==> config.mk <==
export PLATFORM = sky130hd
export DESIGN_NAME = yuv_to_argb_matrix_convert
export DESIGN_NICKNAME = d
export VERILOG_FILES = /design/src/design/yuv2argb_pkg.sv /design/src/design/yuv2argb_cfg.sv /design/src/design/yuv2argb_chan.sv /design/src/design/yuv_to_argb_matrix_convert.sv
export SDC_FILE = /design/constraint.sdc
export NUM_CORES = 2
export LEC_CHECK = 0
export ABC_AREA = 1
export BUFFER_PORTS_ARGS = -buffer_cell sky130_fd_sc_hd__buf_2
export CAP_MARGIN = 20
export CORE_UTILIZATION = 45
export CTS_CLUSTER_SIZE = 10
export DETAILED_ROUTE_END_ITERATION = 8
export HOLD_SLACK_MARGIN = 0.02
export SYNTH_ARGS = -nofsm -noshare
export SYNTH_HDL_FRONTEND = slang
export SYNTH_HIERARCHICAL = 1
export SYNTH_SLANG_ARGS = --single-unit
==> constraint.sdc <==
create_clock -name clk -period 7 [get_ports clk]
set_input_delay 1.4 -clock clk [delete_from_list [all_inputs] [get_ports clk]]
set_output_delay 1.4 -clock clk [all_outputs]
set_load 0.1 [all_outputs]
==> src/design/yuv2argb_pkg.sv <==
// Shared types, constants and register codes for the YUV to ARGB converter.
package yuv2argb_pkg;

    localparam int PixW     = 8;
    localparam int CoefW    = 16;
    localparam int FracBits = 8;
    localparam int ProdW    = CoefW + PixW + 1;
    localparam int SumW     = ProdW + 2;
    localparam int ShW      = SumW - FracBits;
    localparam int ValW     = ShW + 1;
    localparam int CfgDataW = 64;
    localparam int CfgAddrW = 5;

    localparam logic [PixW-1:0] ChanMax    = 8'd255;
    localparam logic [PixW-1:0] AlphaReset = 8'd255;

    typedef enum logic [1:0] {
        RegRed   = 2'd0,
        RegGreen = 2'd1,
        RegBlue  = 2'd2,
        RegAlpha = 2'd3
    } reg_idx_t;

    typedef struct packed {
        logic signed [CoefW-1:0] offset;
        logic signed [CoefW-1:0] cv;
        logic signed [CoefW-1:0] cu;
        logic signed [CoefW-1:0] cy;
    } row_t;

    typedef struct packed {
        logic ld1;
        logic ld2;
        logic ld3;
    } pipe_ctl_t;

endpackage

==> src/design/yuv2argb_cfg.sv <==
// Configuration register file with an APB-style access port.
module yuv2argb_cfg (
    input  logic                            clk,
    input  logic                            rst_n,
    input  logic                            psel,
    input  logic                            penable,
    input  logic                            pwrite,
    input  logic [yuv2argb_pkg::CfgAddrW-1:0] paddr,
    input  logic [yuv2argb_pkg::CfgDataW-1:0] pwdata,
    output logic [yuv2argb_pkg::CfgDataW-1:0] prdata,
    output logic                            pready,
    output yuv2argb_pkg::row_t              red_row,
    output yuv2argb_pkg::row_t              green_row,
    output yuv2argb_pkg::row_t              blue_row,
    output logic [yuv2argb_pkg::PixW-1:0]   alpha_value
);
    import yuv2argb_pkg::*;

    row_t            red_reg, green_reg, blue_reg;
    logic [PixW-1:0] alpha_reg;
    reg_idx_t        idx;
    logic            wr_en;

    assign pready = 1'b1;
    assign idx    = reg_idx_t'(paddr[CfgAddrW-1:CfgAddrW-2]);
    assign wr_en  = psel && penable && pwrite && pready;

    always_ff @(posedge clk or negedge rst_n)
    begin
        if (!rst_n)
        begin
            red_reg   <= '0;
            green_reg <= '0;
            blue_reg  <= '0;
            alpha_reg <= AlphaReset;
        end
        else if (wr_en)
        begin
            unique case (idx)
                RegRed:   red_reg   <= row_t'(pwdata);
                RegGreen: green_reg <= row_t'(pwdata);
                RegBlue:  blue_reg  <= row_t'(pwdata);
                RegAlpha: alpha_reg <= pwdata[PixW-1:0];
                default:  alpha_reg <= alpha_reg;
            endcase
        end
    end

    always_comb
    begin
        unique case (idx)
            RegRed:   prdata = CfgDataW'(red_reg);
            RegGreen: prdata = CfgDataW'(green_reg);
            RegBlue:  prdata = CfgDataW'(blue_reg);
            RegAlpha: prdata = {{(CfgDataW-PixW){1'b0}}, alpha_reg};
            default:  prdata = '0;
        endcase
    end

    assign red_row     = red_reg;
    assign green_row   = green_reg;
    assign blue_row    = blue_reg;
    assign alpha_value = alpha_reg;

endmodule

==> src/design/yuv2argb_chan.sv <==
// Three-stage datapath for one color channel: products, scaled sum, offset and clamp.
module yuv2argb_chan (
    input  logic                          clk,
    input  yuv2argb_pkg::pipe_ctl_t       ctl,
    input  yuv2argb_pkg::row_t            row,
    input  logic [yuv2argb_pkg::PixW-1:0] luma,
    input  logic [yuv2argb_pkg::PixW-1:0] chroma_u,
    input  logic [yuv2argb_pkg::PixW-1:0] chroma_v,
    output logic [yuv2argb_pkg::PixW-1:0] chan
);
    import yuv2argb_pkg::*;

    logic signed [ProdW-1:0] py_reg, pu_reg, pv_reg;
    logic signed [ProdW-1:0] py_next, pu_next, pv_next;
    logic signed [SumW-1:0]  sum;
    logic signed [ShW-1:0]   sh_reg, sh_next;
    logic signed [ValW-1:0]  val;
    logic [PixW-1:0]         chan_reg, chan_next;

    always_comb
    begin
        py_next = ProdW'(row.cy * $signed({1'b0, luma}));
        pu_next = ProdW'(row.cu * $signed({1'b0, chroma_u}));
        pv_next = ProdW'(row.cv * $signed({1'b0, chroma_v}));
    end

    always_comb
    begin
        sum     = SumW'(py_reg) + SumW'(pu_reg) + SumW'(pv_reg);
        sh_next = sum[SumW-1:FracBits];
    end

    always_comb
    begin
        val = ValW'(sh_reg) + ValW'(row.offset);
        if (val < 0)
        begin
            chan_next = '0;
        end
        else if (val > $signed({{(ValW-PixW){1'b0}}, ChanMax}))
        begin
            chan_next = ChanMax;
        end
        else
        begin
            chan_next = val[PixW-1:0];
        end
    end

    always_ff @(posedge clk)
    begin
        if (ctl.ld1)
        begin
            py_reg <= py_next;
            pu_reg <= pu_next;
            pv_reg <= pv_next;
        end
        if (ctl.ld2)
        begin
            sh_reg <= sh_next;
        end
        if (ctl.ld3)
        begin
            chan_reg <= chan_next;
        end
    end

    assign chan = chan_reg;

endmodule

==> src/design/yuv_to_argb_matrix_convert.sv <==
// Top level of the YUV to ARGB converter: handshake control and channel pipelines.
//
//   Channel  Kind        Carries
//   s_axis   stream in   luma, chroma_u, chroma_v
//   m_axis   stream out  red, green, blue, alpha_value
//   apb      config      red_row, green_row, blue_row, alpha_value
//
// A pixel's result is valid once it has passed the product, sum and output registers.
// One pixel enters per cycle through three stages unless the output stalls.
// Each stage moves when the next one is empty or moving, so a stalled output fills the
// pipeline before s_axis_tready falls, and no pixel is lost or repeated.
// Reset clears the stage valid bits and sets the rows to zero and alpha to 255.
module yuv_to_argb_matrix_convert (
    input  logic                                clk,
    input  logic                                rst_n,
    input  logic                                s_axis_tvalid,
    output logic                                s_axis_tready,
    input  logic [23:0]                         s_axis_tdata,  // luma, chroma_u, chroma_v
    output logic                                m_axis_tvalid,
    input  logic                                m_axis_tready,
    output logic [31:0]                         m_axis_tdata,  // red, green, blue, alpha_value
    input  logic                                psel,
    input  logic                                penable,
    input  logic                                pwrite,
    input  logic [yuv2argb_pkg::CfgAddrW-1:0]   paddr,
    input  logic [yuv2argb_pkg::CfgDataW-1:0]   pwdata,
    output logic [yuv2argb_pkg::CfgDataW-1:0]   prdata,
    output logic                                pready
);
    import yuv2argb_pkg::*;

    row_t            red_row, green_row, blue_row;
    logic [PixW-1:0] alpha_value;
    logic [PixW-1:0] luma, chroma_u, chroma_v;
    logic [PixW-1:0] red, green, blue;
    logic            v1_reg, v2_reg, v3_reg;
    logic            rdy1, rdy2, rdy3;
    pipe_ctl_t       ctl;

    assign luma     = s_axis_tdata[PixW-1:0];
    assign chroma_u = s_axis_tdata[2*PixW-1:PixW];
    assign chroma_v = s_axis_tdata[3*PixW-1:2*PixW];

    assign rdy3 = !v3_reg || m_axis_tready;
    assign rdy2 = !v2_reg || rdy3;
    assign rdy1 = !v1_reg || rdy2;

    assign ctl.ld1 = rdy1;
    assign ctl.ld2 = rdy2;
    assign ctl.ld3 = rdy3;

    always_ff @(posedge clk or negedge rst_n)
    begin
        if (!rst_n)
        begin
            v1_reg <= 1'b0;
            v2_reg <= 1'b0;
            v3_reg <= 1'b0;
        end
        else
        begin
            if (rdy1)
            begin
                v1_reg <= s_axis_tvalid;
            end
            if (rdy2)
            begin
                v2_reg <= v1_reg;
            end
            if (rdy3)
            begin
                v3_reg <= v2_reg;
            end
        end
    end

    yuv2argb_cfg u_cfg (
        .clk         (clk),
        .rst_n       (rst_n),
        .psel        (psel),
        .penable     (penable),
        .pwrite      (pwrite),
        .paddr       (paddr),
        .pwdata      (pwdata),
        .prdata      (prdata),
        .pready      (pready),
        .red_row     (red_row),
        .green_row   (green_row),
        .blue_row    (blue_row),
        .alpha_value (alpha_value)
    );

    yuv2argb_chan u_red (
        .clk      (clk),
        .ctl      (ctl),
        .row      (red_row),
        .luma     (luma),
        .chroma_u (chroma_u),
        .chroma_v (chroma_v),
        .chan     (red)
    );

    yuv2argb_chan u_green (
        .clk      (clk),
        .ctl      (ctl),
        .row      (green_row),
        .luma     (luma),
        .chroma_u (chroma_u),
        .chroma_v (chroma_v),
        .chan     (green)
    );

    yuv2argb_chan u_blue (
        .clk      (clk),
        .ctl      (ctl),
        .row      (blue_row),
        .luma     (luma),
        .chroma_u (chroma_u),
        .chroma_v (chroma_v),
        .chan     (blue)
    );

    assign s_axis_tready = rdy1;
    assign m_axis_tvalid = v3_reg;
    assign m_axis_tdata  = {alpha_value, blue, green, red};

    a_ready_when_first_empty: assert property (
        @(posedge clk) disable iff (!rst_n) !v1_reg |-> s_axis_tready)
        else $error("Input stall with an empty first stage.");

    a_stage2_fills: assert property (
        @(posedge clk) disable iff (!rst_n) (v1_reg && !v2_reg) |=> v2_reg)
        else $error("Second stage did not take a waiting item.");

    a_out_replaced_by_stage2: assert property (
        @(posedge clk) disable iff (!rst_n)
        (v3_reg && m_axis_tready) |=> (v3_reg == $past(v2_reg)))
        else $error("Output stage not refilled from the second stage.");

    a_input_moves_in: assert property (
        @(posedge clk) disable iff (!rst_n) (s_axis_tvalid && s_axis_tready) |=> v1_reg)
        else $error("Accepted transfer missing from the first stage.");

endmodule
Word level (Yosys, flattened, before mapping):

Index checks and enable logic that the tools add are counted.

* flip-flop bits (word level): 509
* input bits: 100
* word-level logic and storage cells: 75

* mux-type cells: 4
* reduce and logical (&&, ||, !) cells: 13
* $add $sub $neg: 9
* magnitude comparators: 6
* eq/ne operators: 3
* multipliers: 9

Operators with widths (count)
* $pmux W64 S4: 1
* $mul A16 B9 Y25: 9
* $add A26 B25 Y27: 3
* $add A25 B25 Y26: 3
* $add A19 B16 Y20: 3
* $gt A20 B9 Y1 const B: 3
* $lt A20 B1 Y1 const B: 3
* $mux W8: 3
* $reduce_and A2 Y1: 4
* $eq A2 B2 Y1 const B: 2
* $logic_not A1 Y1: 3
* $logic_or A1 B1 Y1: 3
* $eq A2 B1 Y1 const B: 1
* $logic_and A1 B1 Y1: 2
* $logic_not A2 Y1: 1

Depth between registers and ports, before layout:

* word-level depth: 4
* mapped depth: 24
* mapped depth without buffers: 22

Cells and area by module:

Netlist, hierarchy kept.

Modules (own cells, without submodules)
* yuv2argb_chan at u_red: seq. area each 3062.9 µm², cells an instance 2609, area each 20699.9 µm², times used 1
* yuv2argb_chan at u_blue: seq. area each 3062.9 µm², cells an instance 2582, area each 20622.3 µm², times used 1
* yuv2argb_chan at u_green: seq. area each 3062.9 µm², cells an instance 2534, area each 20374.5 µm², times used 1
* yuv2argb_cfg: seq. area each 5014.8 µm², cells an instance 1147, area each 9140.0 µm², times used 1
* yuv_to_argb_matrix_convert: seq. area each 75.1 µm², cells an instance 13, area each 122.6 µm², times used 1

Worst setup path before layout:

No wires, ideal clock.

* path kind: input -> register
* from: input port m_axis_tready
* to: register u_blue.pu_reg[0], enable pin
* cell stages on the path: 2
* slack: -0.745 ns
* arrival time: 5.707 ns
* cell sequence: inv_1 nand4_2

* cells in the longest elaborated chain, start to end: 3

Ends and longest elaborated chain
* start: declaration: line yuv_to_argb_matrix_convert.sv:20 `input logic m_axis_tready,`
* $logic_or A1 B1 Y1: line yuv_to_argb_matrix_convert.sv:44 `assign rdy3 = !v3_reg || m_axis_tready;`
* $logic_or A1 B1 Y1: line yuv_to_argb_matrix_convert.sv:45 `assign rdy2 = !v2_reg || rdy3;`
* $logic_or A1 B1 Y1: line yuv_to_argb_matrix_convert.sv:46 `assign rdy1 = !v1_reg || rdy2;`
* net s_axis_tready: line yuv_to_argb_matrix_convert.sv:17 `output logic s_axis_tready,`
* end signal: assignment: line yuv2argb_chan.sv:55 `pu_reg <= pu_next;`
* end: declaration: line yuv2argb_chan.sv:13 `logic signed [ProdW-1:0] py_reg, pu_reg, pv_reg;`

The timed path passes the listed nets, and every way through them passes these cells.
A chain may end at the register's enable or synchronous reset.

Worst setup path in the final report:

* from: input port s_axis_tdata[16]
* to: register u_red.pv_reg[21], data pin

* cells in the longest elaborated chain, start to end: 1

Ends and longest elaborated chain
* start: declaration: line yuv_to_argb_matrix_convert.sv:18 `input logic [23:0] s_axis_tdata,`
* $mul A16 B9 Y25: line yuv2argb_chan.sv:24 `pv_next = ProdW'(row.cv * $signed({1'b0, chroma_v}));`
* net u_red.pv_next[21]: line yuv2argb_chan.sv:14 `logic signed [ProdW-1:0] py_next, pu_next, pv_next;`
* end signal: assignment: line yuv2argb_chan.sv:56 `pv_reg <= pv_next;`
* end: declaration: line yuv2argb_chan.sv:13

The timed path passes the listed nets, and every way through them passes these cells.

==> impl_metrics.yaml <==
clock_tree:
  postCtsHoldBufs: 0
  clk_pin_slew_ns: 0.06
  clockRootBuffer: "clkbuf_16"
  cts_setup_buffers: 0
  cts_tree: "done"
  cts_resized: 0
  cts.htree.levels: 3
  clk_latency_ns: 0.68
  cts_inserted_buffers: 67
  cts_buffer_depth: 3
  clkSinkCount: 509
synthesis:
  synth-edff-count: 306
  synth_nets: 10600
  synth_seq_cells: 509
  syn_area_um2: 71000
  async_flop_share_pct: 39.9
  synth_compound_area_share_pct: 5.06
  syn_area_per_cell_um2: 7.99
  yosys_warnings: 6
  ys_seq_area_share_pct: 20.1
  synth_cell_types: 59
  syn_inst: 8885
  synth-simple-area-share_pct: 18.6
  synth.area.mux_share_pct: 0
  synth_top_family_by_area: "adder cells"
  synthAdderAreaFrac_pct: 38.3
  ys.flop_type: "edfxtp_1"
  synth_xor_area_share_pct: 3.51
critical_path:
  r2r-start: "u_cfg/red_row[47]$_DFFE_PN0P_"
  cp-startpoint: "s_axis_tdata[16]"
  slowest_delay_ns: 0.57
  crit_slowest_cell: "fa_1"
  path_cells: "buf_2 > buf_4 > nand2_1 > fa_1 > inv_1 > fa_1 > fa_1 > inv_1 > fa_1 > inv_1 > ha_1 > a21oi_1 > o21ai_0 > a221oi_1 > nand3_1 > xor2_1"
  worst-path-buf-inv: 5
  crit_top_cell: "fa_1"
  crit_arrival_ns: 6.31
  r2r_slack_ns: 1.76
  path_max_fanout: 21
  start_kind: "input pin"
  cp_top_family: "adder cells"
  path_class: "input pin to flip-flop"
  required_ns: 7.38
  cp-end-kind: "flip-flop"
die:
  initial_utilization_pct: 45.4
  rows: 145
  coreArea_um2: 156000
  die_y_um: 399
  io_pins: 199
  die_area_um2: 159000
  fp.dieW_um: 399
timing:
  finalHoldViolCount: 0
  whs_ns: 0.476
  setup_viol_count_final: 0
  slew_violations: 0
  fmax_mhz: 169
  clock_skew_ns: 0.0456
  fin_ws_ns: 1.07
  maxSlewHeadroom_pct: 20.9
  period_minus_slack_ns: 5.93
  worstMarginPinSlew_ns: 1.19
  setup_tns_ns: 0
  rsz0062_at_grt: "false"
  period_share_pct: 84.7
grt:
  grt_max_degree: 170
  use_met2_pct: 42.2
  grt.met1_usage_pct: 37.1
  grt_usage_pct: 26.7
  busiest_layer: "met2"
  antenna_found_initial: 24
  grt-ovfl-total: 0
  grt_use_met3_pct: 4.36
  grt_pass1_wl_um: 325000
  first_global_vias: 56200
finish:
  finish.utilization_pct: 48.5
  finalNetCount: 10600
  drive_gt1_share_pct: 5.60
  synthToLayoutAreaGrowth_pct: 6.82
detailed_routing:
  drt_iter0_markers: 4130
  drtAntennaViolNets: 0
  drc: 0
  dr.pass1.iters: 7
  avgRoutedWirePerCell_um: 19.0
  num_vias: 55700
  wl_um: 209000
  routed_via_density: 5.06
run_status:
  status: "finished clean"
worst_hold_path:
  min_path_type: "flip-flop to flip-flop"
  worstHoldStart: "u_cfg/alpha_value[5]$_DFFE_PN1P_"
placement:
  hpwl_um: 168000
  gp_congestion: 0.948
  dp_slack_ns: 0.416
  port_buffers: 194
run:
  max_cap_viol_count: 0
[cell usage after synthesis, drive strengths merged (30+ instances only)]
library cell	number	area share (%)
nor3	35	0.27
xor2	156	1.9
fa	993	28
nand2	2681	14
xnor2	128	1.6
nand3	240	1.8
o21ai	140	1.0
edfxtp	306	13
a21oi	312	2.2
nand4	52	0.48
ha	582	10
a31oi	47	0.41
dfrtp	195	6.9
clkbuf	290	1.6
nor2	222	1.4
inv	2283	12
buf	59	0.78
o21bai	30	0.35
[worst paths after layout]
check,endpoint,cells after the start
max,u_red/pv_reg[21]$_DFFE_PP_,16
min,u_cfg/alpha_value[5]$_DFFE_PN1P_,2
max reg2reg,u_red/pv_reg[21]$_DFFE_PP_,14
min reg2reg,u_cfg/alpha_value[5]$_DFFE_PN1P_,2
max in group asynchronous,u_cfg/green_row[26]$_DFFE_PN0P_,2
min in group asynchronous,u_cfg/red_row[51]$_DFFE_PN0P_,1
[per-stage QoR]
step                area [um2]  cells
global route             75800  11000
floorplan                71000   8885
detailed placement       73600  10900
finish                   75800  11000
global placement         73600  10900
CTS                      75700  11000
[cell type report]
| class | instances | area [um2] |
|---|---|---|
| clock buffer | 99 | 1900 |
| multi-input combinational | 5744 | 46400 |
| sequential | 509 | 14300 |
| tap | 2058 | 2570 |
| fill | 15200 | 80600 |
| timing repair buffer | 281 | 1780 |
| inverter | 2283 | 8570 |
| antenna | 12 | 30.0 |
| clock inverter | 18 | 228 |
[per-layer routing]
metal  up-vias  wire length (um)  part of all wire (%)
met5         -                75                 0.036
li1      26300                 -                     -
met1     27400             92400                    44
met4        10              7620                   3.7
met3       271             14700                   7.0
met2      1733             93900                    45
[worst register-to-register path, stage by stage (launching register included)]
cell     delay, ns
dfrtp_1       0.79
nand2_1       0.31
fa_1          0.79
inv_1         0.10
fa_1          0.47
fa_1          0.54
inv_1         0.05
fa_1          0.47
inv_1         0.04
ha_1          0.36
nand2_1       0.15
nor4_1        0.49
nand4_1       0.15
nand3_1       0.16
xor2_1        0.08
[cell families after synthesis]
| group | after synthesis |
|---|---|
| buffers and inverters | 2632 |
| XOR/XNOR | 284 |
| AND/OR/NAND/NOR | 3260 |
| other | 1 |
| AO/OA/AOI/OAI | 624 |
| flip-flops | 509 |
| adder cells (fa/ha/maj) | 1575 |
[layout by cell type (no fill, tap or decap), types with 14 or more instances in the layout]
cell type | Yosys | final
clkbuf_1 | 254 | 23
edfxtp_1 | 306 | 306
fa_1 | 993 | 993
inv_2 | 14 | 14
dfrtp_1 | 195 | 195
a21oi_1 | 305 | 305
o21bai_1 | 24 | 24
buf_2 | 8 | 193
clkbuf_16 | 0 | 68
nand3_1 | 231 | 230
buf_4 | 16 | 76
nor2_2 | 20 | 20
o211ai_1 | 15 | 15
a31oi_1 | 47 | 47
xor2_1 | 156 | 156
o21ai_0 | 116 | 116
o21a_1 | 15 | 15
nand2_1 | 2649 | 2649
xnor2_1 | 128 | 128
nor2_1 | 188 | 188
ha_1 | 582 | 582
inv_1 | 2267 | 2267
o21ai_1 | 19 | 19
nand4_1 | 50 | 50
a21o_1 | 21 | 21
nor3_1 | 32 | 32
nand2_2 | 27 | 27
Power is left out: the tool's default activity adds up to more than one toggle a clock period on the data nets, which glitch-free logic cannot reach.
